### src/sv/msp_pkg.sv
// Shared codes and record types of the message slot pool.
package msp_pkg;

  localparam logic [1:0] KIND_SEND    = 2'd0;
  localparam logic [1:0] KIND_WAIT    = 2'd1;
  localparam logic [1:0] KIND_TICK    = 2'd2;
  localparam logic [1:0] KIND_RELEASE = 2'd3;

  localparam logic [1:0] STATUS_OK       = 2'd0;
  localparam logic [1:0] STATUS_FULL     = 2'd1;
  localparam logic [1:0] STATUS_NO_MATCH = 2'd2;

  localparam logic [4:0] EXPIRED_MAX = 5'd31;

  typedef enum logic [1:0] {
    MODE_IDLE    = 2'd0,
    MODE_POSTED  = 2'd1,
    MODE_CLAIMED = 2'd2
  } mode_t;

  typedef struct packed {
    mode_t       mode;
    logic [31:0] event_code;
    logic [7:0]  device_id;
    logic [31:0] value;
    logic [15:0] ticks_left;
  } slot_t;

  localparam slot_t IDLE_SLOT = '{
    mode:       MODE_IDLE,
    event_code: 32'd0,
    device_id:  8'd0,
    value:      32'd0,
    ticks_left: 16'd0
  };

  typedef struct packed {
    logic [1:0]  kind;
    logic [31:0] event_code;
    logic [7:0]  device_id;
    logic [31:0] payload;
    logic [15:0] timeout_ms;
    logic [3:0]  slot_index;
  } req_t;

  typedef struct packed {
    logic [1:0]  status;
    logic [3:0]  slot_out;
    logic [31:0] value_out;
    logic [4:0]  expired_count;
  } rsp_t;

endpackage

### src/sv/msp_ifs.sv
// Request and result channel interfaces of the message slot pool.
interface msp_in_if;
  logic        valid;
  logic        ready;
  logic [1:0]  kind;
  logic [31:0] event_code;
  logic [7:0]  device_id;
  logic [31:0] payload;
  logic [15:0] timeout_ms;
  logic [3:0]  slot_index;

  modport source (
    output valid, kind, event_code, device_id, payload, timeout_ms, slot_index,
    input  ready
  );
  modport sink (
    input  valid, kind, event_code, device_id, payload, timeout_ms, slot_index,
    output ready
  );
endinterface

interface msp_out_if;
  logic        valid;
  logic        ready;
  logic [1:0]  status;
  logic [3:0]  slot_out;
  logic [31:0] value_out;
  logic [4:0]  expired_count;

  modport source (
    output valid, status, slot_out, value_out, expired_count,
    input  ready
  );
  modport sink (
    input  valid, status, slot_out, value_out, expired_count,
    output ready
  );
endinterface

### src/sv/message_slot_pool_with_timeout.sv
// A pool of SLOTS message slots held in a single-port-read store and walked one slot per
// cycle. After reset a clearing pass marks every slot idle; no request is taken until it
// ends. A send or a wait ends the walk at the slot that settles it; a send into a full
// pool, a wait without a match and a tick walk every slot; a release writes its slot
// without a read. The result word sits in an output register, so the next request is
// taken while a result still waits.
module message_slot_pool_with_timeout
  import msp_pkg::*;
#(
  parameter int SLOTS   = 16,
  parameter int TICK_MS = 8
) (
  input  logic      clk,
  input  logic      rst_n,
  msp_in_if.sink    in_chan,
  msp_out_if.source out_chan
);

  localparam int IDX_W = (SLOTS > 1) ? $clog2(SLOTS) : 1;
  localparam int CNT_W = $clog2(SLOTS + 1);
  // ceil(2^32 / TICK_MS): exact quotient for any 16-bit timeout
  localparam logic [32:0] RECIP =
    33'(((64'd1 << 32) + 64'(TICK_MS) - 64'd1) / 64'(TICK_MS));

  typedef enum logic [1:0] {S_CLEAR, S_IDLE, S_SCAN, S_DONE} state_t;

  state_t             state_r, state_nxt;
  req_t               req_r, req_nxt;
  rsp_t               res_r, res_nxt;
  rsp_t               out_r, out_nxt;
  logic               out_valid_r, out_valid_nxt;
  logic [CNT_W-1:0]   ptr_r, ptr_nxt;
  logic               pend_r, pend_nxt;
  logic [IDX_W-1:0]   chk_idx_r, chk_idx_nxt;
  logic [4:0]         expired_r, expired_nxt;
  logic [15:0]        tick_q_r;
  logic [48:0]        tick_prod;

  logic               wr_en, rd_en;
  logic [IDX_W-1:0]   wr_addr, rd_addr;
  slot_t              wr_data, rd_data_r;
  logic               in_acc;
  logic               rel_in_range;

  msp_slot_ram #(
    .DEPTH (SLOTS),
    .AW    (IDX_W)
  ) u_ram (
    .clk       (clk),
    .wr_en     (wr_en),
    .wr_addr   (wr_addr),
    .wr_data   (wr_data),
    .rd_en     (rd_en),
    .rd_addr   (rd_addr),
    .rd_data_r (rd_data_r)
  );

  assign in_acc       = in_chan.valid && in_chan.ready;
  assign rel_in_range = int'(req_r.slot_index) < SLOTS;
  assign tick_prod    = 49'(req_r.timeout_ms) * 49'(RECIP);

  always_comb begin
    state_nxt     = state_r;
    req_nxt       = req_r;
    res_nxt       = res_r;
    out_nxt       = out_r;
    out_valid_nxt = out_valid_r;
    ptr_nxt       = ptr_r;
    pend_nxt      = 1'b0;
    chk_idx_nxt   = chk_idx_r;
    expired_nxt   = expired_r;
    rd_en         = 1'b0;
    rd_addr       = ptr_r[IDX_W-1:0];
    wr_en         = 1'b0;
    wr_addr       = chk_idx_r;
    wr_data       = rd_data_r;

    if (out_valid_r && out_chan.ready) begin
      out_valid_nxt = 1'b0;
    end

    case (state_r)
      S_CLEAR: begin
        wr_en   = 1'b1;
        wr_addr = ptr_r[IDX_W-1:0];
        wr_data = IDLE_SLOT;
        if (ptr_r == CNT_W'(SLOTS - 1)) begin
          ptr_nxt   = '0;
          state_nxt = S_IDLE;
        end else begin
          ptr_nxt = ptr_r + CNT_W'(1);
        end
      end

      S_IDLE: begin
        if (in_acc) begin
          req_nxt.kind       = in_chan.kind;
          req_nxt.event_code = in_chan.event_code;
          req_nxt.device_id  = in_chan.device_id;
          req_nxt.payload    = in_chan.payload;
          req_nxt.timeout_ms = in_chan.timeout_ms;
          req_nxt.slot_index = in_chan.slot_index;
          res_nxt     = '0;
          ptr_nxt     = '0;
          expired_nxt = '0;
          state_nxt   = S_SCAN;
        end
      end

      S_SCAN: begin
        if (req_r.kind == KIND_RELEASE) begin
          // freeing an idle slot changes nothing, so no read is needed
          wr_en     = rel_in_range;
          wr_addr   = IDX_W'(req_r.slot_index);
          wr_data   = IDLE_SLOT;
          res_nxt   = '0;
          state_nxt = S_DONE;
        end else begin
          if (ptr_r != CNT_W'(SLOTS)) begin
            rd_en       = 1'b1;
            ptr_nxt     = ptr_r + CNT_W'(1);
            pend_nxt    = 1'b1;
            chk_idx_nxt = ptr_r[IDX_W-1:0];
          end

          if (pend_r) begin
            case (req_r.kind)
              KIND_SEND: begin
                if (rd_data_r.mode == MODE_IDLE) begin
                  wr_en              = 1'b1;
                  wr_data.mode       = MODE_POSTED;
                  wr_data.event_code = req_r.event_code;
                  wr_data.device_id  = req_r.device_id;
                  wr_data.value      = req_r.payload;
                  wr_data.ticks_left = tick_q_r;
                  res_nxt.status     = STATUS_OK;
                  res_nxt.slot_out   = 4'(chk_idx_r);
                  state_nxt          = S_DONE;
                end
              end
              KIND_WAIT: begin
                if (rd_data_r.mode == MODE_POSTED &&
                    rd_data_r.event_code == req_r.event_code &&
                    rd_data_r.device_id == req_r.device_id) begin
                  wr_en             = 1'b1;
                  wr_data.mode      = MODE_CLAIMED;
                  res_nxt.status    = STATUS_OK;
                  res_nxt.slot_out  = 4'(chk_idx_r);
                  res_nxt.value_out = rd_data_r.value;
                  state_nxt         = S_DONE;
                end
              end
              KIND_TICK: begin
                if (rd_data_r.mode == MODE_POSTED && rd_data_r.ticks_left != 16'd0) begin
                  wr_en = 1'b1;
                  if (rd_data_r.ticks_left == 16'd1) begin
                    wr_data = IDLE_SLOT;
                    if (expired_r != EXPIRED_MAX) begin
                      expired_nxt = expired_r + 5'd1;
                    end
                  end else begin
                    wr_data.ticks_left = rd_data_r.ticks_left - 16'd1;
                  end
                end
              end
              default: begin
              end
            endcase
          end else if (ptr_r == CNT_W'(SLOTS)) begin
            // walk finished without a hit
            res_nxt = '0;
            case (req_r.kind)
              KIND_SEND: res_nxt.status = STATUS_FULL;
              KIND_WAIT: res_nxt.status = STATUS_NO_MATCH;
              default:   res_nxt.expired_count = expired_r;
            endcase
            state_nxt = S_DONE;
          end
        end
      end

      S_DONE: begin
        if (!out_valid_r || out_chan.ready) begin
          out_nxt       = res_r;
          out_valid_nxt = 1'b1;
          state_nxt     = S_IDLE;
        end
      end

      default: begin
        state_nxt = S_IDLE;
      end
    endcase
  end

  always_ff @(posedge clk) begin
    if (!rst_n) begin
      state_r     <= S_CLEAR;
      out_valid_r <= 1'b0;
      ptr_r       <= '0;
      pend_r      <= 1'b0;
    end else begin
      state_r     <= state_nxt;
      out_valid_r <= out_valid_nxt;
      ptr_r       <= ptr_nxt;
      pend_r      <= pend_nxt;
    end
  end

  always_ff @(posedge clk) begin
    req_r     <= req_nxt;
    res_r     <= res_nxt;
    out_r     <= out_nxt;
    chk_idx_r <= chk_idx_nxt;
    expired_r <= expired_nxt;
    tick_q_r  <= tick_prod[47:32];
  end

  assign in_chan.ready          = (state_r == S_IDLE);
  assign out_chan.valid         = out_valid_r;
  assign out_chan.status        = out_r.status;
  assign out_chan.slot_out      = out_r.slot_out;
  assign out_chan.value_out     = out_r.value_out;
  assign out_chan.expired_count = out_r.expired_count;

  // read and write of one cycle must never meet on the same slot
  a_no_rw_clash: assert property (@(posedge clk) disable iff (!rst_n)
    (wr_en && rd_en) |-> (wr_addr != rd_addr))
    else $error("slot store read and write collide");

  a_no_write_idle: assert property (@(posedge clk) disable iff (!rst_n)
    (state_r == S_IDLE || state_r == S_DONE) |-> !wr_en)
    else $error("slot store written outside a request");

  a_expiry_ok: assert property (@(posedge clk) disable iff (!rst_n)
    out_chan.valid |-> (out_chan.expired_count == 5'd0 || out_chan.status == STATUS_OK))
    else $error("expiry count with failing status");

  a_clear_blocks: assert property (@(posedge clk) disable iff (!rst_n)
    $past(state_r) == S_CLEAR && state_r == S_CLEAR |-> !out_chan.valid)
    else $error("result word during clearing pass");

endmodule

### src/sv/msp_slot_ram.sv
// Slot store: one write port, one read port with registered read data.
module msp_slot_ram
  import msp_pkg::*;
#(
  parameter int DEPTH = 16,
  parameter int AW    = 4
) (
  input  logic          clk,
  input  logic          wr_en,
  input  logic [AW-1:0] wr_addr,
  input  slot_t         wr_data,
  input  logic          rd_en,
  input  logic [AW-1:0] rd_addr,
  output slot_t         rd_data_r
);

  slot_t mem [DEPTH];

  always_ff @(posedge clk) begin
    if (wr_en) begin
      mem[wr_addr] <= wr_data;
    end
  end

  always_ff @(posedge clk) begin
    if (rd_en) begin
      rd_data_r <= mem[rd_addr];
    end
  end

endmodule

### src/flat_wrapper.sv
// flat-port wrapper written by rule: the top's interface ports become plain ports
module message_slot_pool_with_timeout_flat import msp_pkg::*;
#(
  parameter int SLOTS   = 16,
  parameter int TICK_MS = 8
)
  (clk, rst_n, in_chan_valid, in_chan_kind, in_chan_event_code, in_chan_device_id, in_chan_payload, in_chan_timeout_ms, in_chan_slot_index, in_chan_ready, out_chan_valid, out_chan_status, out_chan_slot_out, out_chan_value_out, out_chan_expired_count, out_chan_ready);
  msp_in_if in_chan_i ();
  msp_out_if out_chan_i ();
  input  logic clk;
  input  logic rst_n;
  input wire logic [$bits(in_chan_i.valid)-1:0] in_chan_valid;
  input wire logic [$bits(in_chan_i.kind)-1:0] in_chan_kind;
  input wire logic [$bits(in_chan_i.event_code)-1:0] in_chan_event_code;
  input wire logic [$bits(in_chan_i.device_id)-1:0] in_chan_device_id;
  input wire logic [$bits(in_chan_i.payload)-1:0] in_chan_payload;
  input wire logic [$bits(in_chan_i.timeout_ms)-1:0] in_chan_timeout_ms;
  input wire logic [$bits(in_chan_i.slot_index)-1:0] in_chan_slot_index;
  output wire logic [$bits(in_chan_i.ready)-1:0] in_chan_ready;
  output wire logic [$bits(out_chan_i.valid)-1:0] out_chan_valid;
  output wire logic [$bits(out_chan_i.status)-1:0] out_chan_status;
  output wire logic [$bits(out_chan_i.slot_out)-1:0] out_chan_slot_out;
  output wire logic [$bits(out_chan_i.value_out)-1:0] out_chan_value_out;
  output wire logic [$bits(out_chan_i.expired_count)-1:0] out_chan_expired_count;
  input wire logic [$bits(out_chan_i.ready)-1:0] out_chan_ready;
  assign in_chan_i.valid = in_chan_valid;
  assign in_chan_i.kind = in_chan_kind;
  assign in_chan_i.event_code = in_chan_event_code;
  assign in_chan_i.device_id = in_chan_device_id;
  assign in_chan_i.payload = in_chan_payload;
  assign in_chan_i.timeout_ms = in_chan_timeout_ms;
  assign in_chan_i.slot_index = in_chan_slot_index;
  assign in_chan_ready = in_chan_i.ready;
  assign out_chan_valid = out_chan_i.valid;
  assign out_chan_status = out_chan_i.status;
  assign out_chan_slot_out = out_chan_i.slot_out;
  assign out_chan_value_out = out_chan_i.value_out;
  assign out_chan_expired_count = out_chan_i.expired_count;
  assign out_chan_i.ready = out_chan_ready;
  message_slot_pool_with_timeout #(.SLOTS(SLOTS), .TICK_MS(TICK_MS)) u_core (.clk(clk), .rst_n(rst_n), .in_chan(in_chan_i), .out_chan(out_chan_i));
endmodule
### config.mk
export PLATFORM = sky130hd
export DESIGN_NAME = message_slot_pool_with_timeout_flat
export DESIGN_NICKNAME = d
export VERILOG_FILES = /design/src/sv/msp_pkg.sv /design/src/sv/msp_ifs.sv /design/src/sv/message_slot_pool_with_timeout.sv /design/src/sv/msp_slot_ram.sv /design/src/flat_wrapper.sv
export SDC_FILE = /design/constraint.sdc
export NUM_CORES = 2
export LEC_CHECK = 0
export BUFFER_PORTS_ARGS = -buffer_cell sky130_fd_sc_hd__buf_2
export CORE_ASPECT_RATIO = 0.75
export CORE_UTILIZATION = 38
export CTS_CLUSTER_DIAMETER = 60
export CTS_CLUSTER_SIZE = 16
export DETAILED_ROUTE_END_ITERATION = 10
export PLACE_DENSITY = 0.64
export SYNTH_ARGS = -nofsm -noshare
export SYNTH_HDL_FRONTEND = slang
export SYNTH_SLANG_ARGS = --single-unit
### constraint.sdc
create_clock -name clk -period 6.6 [get_ports clk]
set_clock_uncertainty 0.05 [all_clocks]
set_input_delay 0.66 -clock clk [delete_from_list [all_inputs] [get_ports clk]]
set_output_delay 0.66 -clock clk [all_outputs]
set_load 0.01 [all_outputs]
-- Yosys cells after proc, flatten, opt, wreduce, memory -nomap -nowiden
Memory sizes are Yosys's and may differ from the RTL's. A register that Yosys moved wholly into a read port is not among the register bits.
Index checks and enable logic that the tools add are counted.
- register bits after elaboration: 211
- RAM bits: 1440
- bits of input ports: 98
- output and inout bits: 45
- logic and storage cells: 142
- memories: 1
- $add $sub $neg: 3
- equality and inequality tests: 32
- mux-type cells: 61
- bitwise gates (word level): 1
- reductions and logical operators: 23
- memories (name ; words ; width ; rd ports ; clocked after Yosys merged registers in ; write ports ; line ; source):
    u_core.u_ram.mem ; 16 ; 90 ; 1 ; 1 ; 1 ; msp_slot_ram.sv:17 ; slot_t mem [DEPTH];
- operator list (kind ; number):
    two-way mux 90 bit ; 4
    case mux 90 bit (2 select lines) ; 1
    case mux 88 bit (2 select lines) ; 1
    two-way mux 43 bit ; 3
    case mux 43 bit (2 select lines) ; 1
    two-way mux 38 bit ; 2
    two-way mux 74 bit ; 1
    two-way mux 5 bit ; 12
    == test 32 bit ; 1
    two-way mux 32 bit ; 1
    inequality test 5 bit (second input constant) ; 5
    two-way mux 2 bit ; 9
    == test 16 x 1 -> 1 bit (second input constant) ; 1
    two-way mux 16 bit ; 1
    nonzero test 16 bit ; 1
    subtractor 16 x 1 -> 16 bit (second input constant) ; 1
    case mux 5 bit (3 select lines) ; 1
    inequality test 2 x 1 -> 1 bit (second input constant) ; 7
    two-way mux 1 bit ; 13
    case mux 6 bit (2 select lines) ; 1
    adder 5 x 1 -> 5 bit (second input constant) ; 2
    case mux 5 bit (2 select lines) ; 1
    == test 2 bit (second input constant) ; 4
    == test 8 bit ; 1
    other kinds (31) ; 45

-- Logic depth before layout (Yosys ltp)
- depth in word-level cells: 10
- gate-level depth with buffers: 12

-- Cells and area by module
A second synthesis with hierarchy kept.
- cell total of the unflattened synthesis: 3191
- area, all modules: 66512.5 um^2
- by module, submodules not included (module ; instances ; cells each ; area an instance (um^2) ; sequential area each (um^2)):
    msp_slot_ram ; 1 ; 2306 ; 56484.2 ; 45944.1
    message_slot_pool_with_timeout ; 1 ; 885 ; 10028.4 ; 6025.8

-- Worst setup path before layout
OpenSTA, ideal clock, no wires.
- kind: register -> register
- from: reg, netlist name u_core.u_ram.rd_data_r[89]
- to: mem u_core.u_ram.mem[8][0] in the netlist's numbering (enable)
- library setup time: 0.539 ns
- data arrival time: 5.902 ns
- data required time: 6.011 ns
- setup slack: 0.108 ns
- stages on the path, launching flop included: 9
- buffers on the path: 2
- clock period less this slack: 6.492 ns
- path through: edfxtp_1 > clkbuf_1 > nor2b_1 > o21a_1 > nand4_1 > nor4_1 > a21oi_4 > buf_4 > nor2_1
- word-level cells in the longest chain between the ends: 10
- RTL lines (what ; line ; source):
    == test 2 x 1 -> 1 bit ; message_slot_pool_with_timeout.sv:142, message_slot_pool_with_timeout.sv:154 ;
    logical AND 1 bit ; message_slot_pool_with_timeout.sv:142 ; if (rd_data_r.mode == MODE_POSTED &&
    logical AND 1 bit ; message_slot_pool_with_timeout.sv:143 ; rd_data_r.event_code == req_r.event_code &&
    two-way mux 1 bit ; message_slot_pool_with_timeout.sv:142 ;
    case mux 1 bit (3 select lines) * ; message_slot_pool_with_timeout.sv:127 ; case (req_r.kind)
    two-way mux 1 bit * ; message_slot_pool_with_timeout.sv:126 ; if (pend_r) begin
    two-way mux 1 bit * ; message_slot_pool_with_timeout.sv:111 ; if (req_r.kind == KIND_RELEASE) begin
    case mux 1 bit (2 select lines) * ; message_slot_pool_with_timeout.sv:82 ; case (state_r)
    two-way mux 1 bit * ; msp_slot_ram.sv:20 ; if (wr_en) begin
    two-way mux 1 bit (not written as such) * ; msp_slot_ram.sv:21 ; mem[wr_addr] <= wr_data;
    to (decl) ; msp_slot_ram.sv:17 ;
Every way passes the cells marked *; elsewhere a longest branch is shown, timed or not.

-- Worst setup path in the final report
- from: reg u_core.req_r[79] in the netlist's numbering
- to: mem u_core.u_ram.mem[4][73] in the netlist's numbering (enable)
- word-level cells in the longest chain between the ends: 10
- RTL lines (what ; line ; source):
    from (decl) ; message_slot_pool_with_timeout.sv:28 ; req_t req_r, req_nxt;
    from (signal assigned) ; message_slot_pool_with_timeout.sv:211 ; req_r <= req_nxt;
    == test 32 bit ; message_slot_pool_with_timeout.sv:143 ;
    logical AND 1 bit ; message_slot_pool_with_timeout.sv:142 ;
    logical AND 1 bit ; message_slot_pool_with_timeout.sv:143 ;
    two-way mux 1 bit ; message_slot_pool_with_timeout.sv:142 ;
    case mux 1 bit (3 select lines) ; message_slot_pool_with_timeout.sv:127 ;
    two-way mux 1 bit ; message_slot_pool_with_timeout.sv:126 ;
    two-way mux 1 bit ; message_slot_pool_with_timeout.sv:111 ;
    case mux 1 bit (2 select lines) ; message_slot_pool_with_timeout.sv:82 ;
    two-way mux 1 bit ; msp_slot_ram.sv:20 ;
    two-way mux 1 bit (not written as such) ; msp_slot_ram.sv:21 ;
No other way between the ends.

==> Flow_metrics.wiki <==
{| class="wikitable"
! Metric !! Value
|-
| Outcome || finished, final reports clean
|-
| H-tree depth || 4
|-
| Starting Density || 0.3828
|-
| Number of instances in the synthesized netlist || 3096
|-
| Initial antenna violation count || 0
|-
| Commonest register cell after synthesis || sky130_fd_sc_hd__edfxtp_1
|-
| First-pass GRT wire length || 233.9 mm
|-
| CTS tree || done
|-
| Final routed wirelength across all metal layers || 160.8 mm
|-
| Average wire length per cell after detail routing || 27.86 um
|-
| Number of search-and-repair iterations in the first detailed-routing pass || 5
|-
| Number of enable flip-flop cells after synthesis || 1716
|-
| Clock root buffer || sky130_fd_sc_hd__clkbuf_16
|-
| Kind of launch point of the worst setup path || flip-flop
|-
| Post-detailed-route count of antenna-violating nets || 0
|-
| Full die area || 0.1784 mm^2
|-
| Total number of placement rows || 133
|-
| Number of distinct library cell variants in the gate-level netlist after synthesis || 67
|-
| Buffers on Ports || 139
|-
| Post-route setup slack || 1561 ps
|-
| Maximum number of pins on one net before global-route repair || 148
|-
| Proportion of register bits with asynchronous set or reset after synthesis || 0
|-
| Synth Area per Inst || 21.69 um^2
|-
| Share of the clock period used by the worst path after layout || 0.7635
|-
| Nets || 3473
|-
| Max clock buf depth || 3
|-
| Critical path endpoint category || flip-flop
|-
| Count of final max-slew check failures || 0
|-
| Final weighted congestion in routability-driven placement || 0.7915
|-
| # DRC || 0
|-
| Vertical die dimension || 366.0 um
|-
| Setup repair after global routing missed its margin || no
|-
| Number of synthesized register bits || 1738
|-
| Synth area leaders || sky130_fd_sc_hd__edfxtp_1, sky130_fd_sc_hd__mux4_2, sky130_fd_sc_hd__clkbuf_1
|-
| Normalized max-slew margin || 0.1446
|-
| Setup Viol. Count Final || 0
|-
| Core footprint || 0.1754 mm^2
|-
| Largest voltage drop on the vdd net || 0.0001788 V
|-
| Final number of hold-violating endpoints || 0
|-
| Share of synthesized area occupied by flip-flops and latches || 0.7741
|-
| Number of buffers added by the clock tree synthesis step || 136
|-
| 1st-iter DRT viols || 4090
|-
| Data arrival time of the critical path || 5370 ps
|-
| Cell area after synthesis || 0.06714 mm^2
|-
| Fraction of final layout cells sized beyond drive strength 1 || 0.2669
|-
| Overflow left after global routing || 0
|-
| Power density cells || 276.9 mW/mm^2
|-
| Synth warnings || 0
|-
| Clock insertion delay at the later pin of the skew report || 780 ps
|-
| Count of boundary I/O pins || 143
|-
| HP Class || input port to flip-flop
|-
| Die W || 487.4 um
|-
| Cell leakage power || 0.02246 uW
|-
| Worst endpoint required time || 6930 ps
|-
| Syn Nets || 3208
|-
| Maximum fanout count along the critical path || 34
|-
| Via/cell ratio || 5.621
|-
| Number of vias after detailed routing || 32450
|-
| Top cell type by total area after synthesis || sky130_fd_sc_hd__edfxtp_1
|-
| Clock-pin slew on the worst setup and hold paths || 70 ps
|-
| Worst hold slack || 53.75 ps
|-
| Transition time at the pin with the least slew margin || 1283 ps
|-
| Total of max-cap violations || 0
|-
| Portion of synthesized cell area occupied by the leading cell type || 0.7675
|-
| Post-route minimum period || 5039 ps
|-
| Final setup TNS || 0 ps
|-
| Kind of critical path || flip-flop to flip-flop
|-
| Number of global-route vias before repair || 32820
|-
| Layout area overhead || 12.91%
|-
| Fmax achieved || 198.5 MHz
|-
| Global-route usage over all layers || 0.1807
|-
| HPWL reported at the end of detailed placement || 86.07 mm
|-
| TritonCTS Sinks || 1738
|-
| Worst-case setup slack after placement || 1525 ps
|}
==> final cells by class <==
cell class	instances	area [um^2]
repair buffers	306	2280
well taps	2362	2955
clock buffers	156	3573
multi-input cells	1122	14420
diodes	1	2.502
inverters	57	219.0
clock inverters	31	365.4
fillers	14880	99590
flip-flops and latches	1738	51990
==> power by group <==
part           internal [uW]  switching [uW]  total [uW]
clock network           3960            3770        7730
logic                    468             520         988
registers              12200            76.6       12300
total                  16600            4370       21000
==> per-stage QoR <==
| step | util | area [um^2] | power, uW | cells |
|---|---|---|---|---|
| 2_1_floorplan | - | 67140 | 13170 | 3096 |
| 3_3_place_gp | 0.4065 | 71290 | 13490 | 5528 |
| 3_5_place_dp | 0.4065 | 71290 | 13500 | 5528 |
| 4_1_cts | 0.4322 | 75800 | 21170 | 5772 |
| 5_1_grt | 0.4322 | 75800 | 21590 | 5772 |
| 6_report | 0.4322 | 75810 | 20990 | 5773 |
==> cells by family (layout without fill, tap and decap cells) <==
group | count (synthesis) | after routing | synth area share
AOI/OAI and AO/OA | 293 | 293 | 0.02937
xor gates and xnor gates | 38 | 38 | 0.004957
adders and majority gates | 14 | 14 | 0.002609
buffers and inverters | 236 | 550 | 0.01383
DFF | 1738 | 1738 | 0.7741
muxes | 455 | 455 | 0.1517
other | 0 | 1 | 0
and+or+nand+nor | 322 | 322 | 0.02344
==> metal layers <==
metal / vias to the layer above / GRT usage / share of wire
met3: 218 / 0.02713 / 0.064
met2: 1298 / 0.2942 / 0.49
li1: 13470 / - / -
met5: - / 0 / 0
met4: 0 / 0.05281 / 0.025
met1: 17460 / 0.2523 / 0.42
==> what timing repair did <==
action,in CTS,in global routing
gates resized for setup,0,0
buffers inserted,0,0
endpoints found under the hold margin,57,0
hold buffers,57,0
==> final timing paths <==
check,startpoint,end,slack (ps),depth (start not counted)
setup / recovery,u_core.req_r[79]$_DFFE_PP_,u_core.u_ram.mem[4][73]$_DFFE_PP_,1560,7
hold / removal,in_chan_event_code[23],u_core.req_r[83]$_DFFE_PP_,50,1
setup reg to reg,u_core.req_r[79]$_DFFE_PP_,u_core.u_ram.mem[4][73]$_DFFE_PP_,1560,7
hold reg to reg,u_core.req_r[14]$_DFFE_PP_,u_core.tick_q_r[7]$_DFF_P_,290,0
==> registers in the layout (all words and copies together) (netlist names) <==
register	flops
u_core.out_chan.value_out	32
u_core.out_chan.valid	1
u_core.out_chan.slot_out	4
u_core.expired_r	5
u_core.u_ram.mem	1440
u_core.pend_r	1
u_core.ptr_r	5
u_core.state_r	2
u_core.chk_idx_r	4
u_core.tick_q_r	13
u_core.req_r	91
u_core.res_r	43
u_core.out_chan.expired_count	5
u_core.u_ram.rd_data_r	90
u_core.out_chan.status	2
==> placed cells by master (no fill, tap or decap), types with 7 or more instances in the layout <==
cell,instances
sky130_fd_sc_hd__o32ai_1,38
sky130_fd_sc_hd__buf_2,139
sky130_fd_sc_hd__xor2_1,35
sky130_fd_sc_hd__dlygate4sd3_1,57
sky130_fd_sc_hd__nor3_1,12
sky130_fd_sc_hd__clkinv_8,8
sky130_fd_sc_hd__ha_1,14
sky130_fd_sc_hd__o22ai_1,23
sky130_fd_sc_hd__inv_6,7
sky130_fd_sc_hd__a22o_1,13
sky130_fd_sc_hd__a21oi_1,55
sky130_fd_sc_hd__buf_4,95
sky130_fd_sc_hd__nand3_1,7
sky130_fd_sc_hd__nor2_4,17
sky130_fd_sc_hd__nor2_1,75
sky130_fd_sc_hd__o21ai_0,66
sky130_fd_sc_hd__clkbuf_1,15
sky130_fd_sc_hd__nor4_1,13
sky130_fd_sc_hd__nand2b_1,8
sky130_fd_sc_hd__nor2b_1,17
sky130_fd_sc_hd__and2_1,7
sky130_fd_sc_hd__edfxtp_1,1716
sky130_fd_sc_hd__o211ai_1,28
sky130_fd_sc_hd__mux4_2,450
sky130_fd_sc_hd__o21ai_1,14
sky130_fd_sc_hd__inv_1,56
sky130_fd_sc_hd__clkbuf_16,140
sky130_fd_sc_hd__buf_12,15
sky130_fd_sc_hd__and3_1,43
sky130_fd_sc_hd__nand2_1,91
sky130_fd_sc_hd__dfxtp_1,17
==> synth_stat cells, types with 7 or more instances <==
cell and n:
sky130_fd_sc_hd__and2_1 8, sky130_fd_sc_hd__dfxtp_1 22, sky130_fd_sc_hd__and3_1 43, sky130_fd_sc_hd__nand3_1 7, sky130_fd_sc_hd__nor3_1 13, sky130_fd_sc_hd__o21ai_0 69
sky130_fd_sc_hd__nor2_1 93, sky130_fd_sc_hd__nand2b_1 8, sky130_fd_sc_hd__o211ai_1 28, sky130_fd_sc_hd__buf_1 33, sky130_fd_sc_hd__o22ai_1 23, sky130_fd_sc_hd__xor2_1 35
sky130_fd_sc_hd__nand2_1 92, sky130_fd_sc_hd__o21ai_1 11, sky130_fd_sc_hd__nor4_1 14, sky130_fd_sc_hd__clkbuf_1 131, sky130_fd_sc_hd__ha_1 14, sky130_fd_sc_hd__nor2b_1 19
sky130_fd_sc_hd__mux4_2 450, sky130_fd_sc_hd__inv_1 57, sky130_fd_sc_hd__a21oi_1 55, sky130_fd_sc_hd__o32ai_1 39, sky130_fd_sc_hd__edfxtp_1 1716, sky130_fd_sc_hd__a22o_1 13
==> worst max-delay path: stages, from the launching register on <==
cell and delay, ps:
sky130_fd_sc_hd__edfxtp_1 400, sky130_fd_sc_hd__xor2_1 240, sky130_fd_sc_hd__nor4_1 570, sky130_fd_sc_hd__nand4_1 360
sky130_fd_sc_hd__nor4_2 920, sky130_fd_sc_hd__a21oi_4 500, sky130_fd_sc_hd__nor2_4 790, sky130_fd_sc_hd__buf_4 740
(Power assumes the default switching activity.)
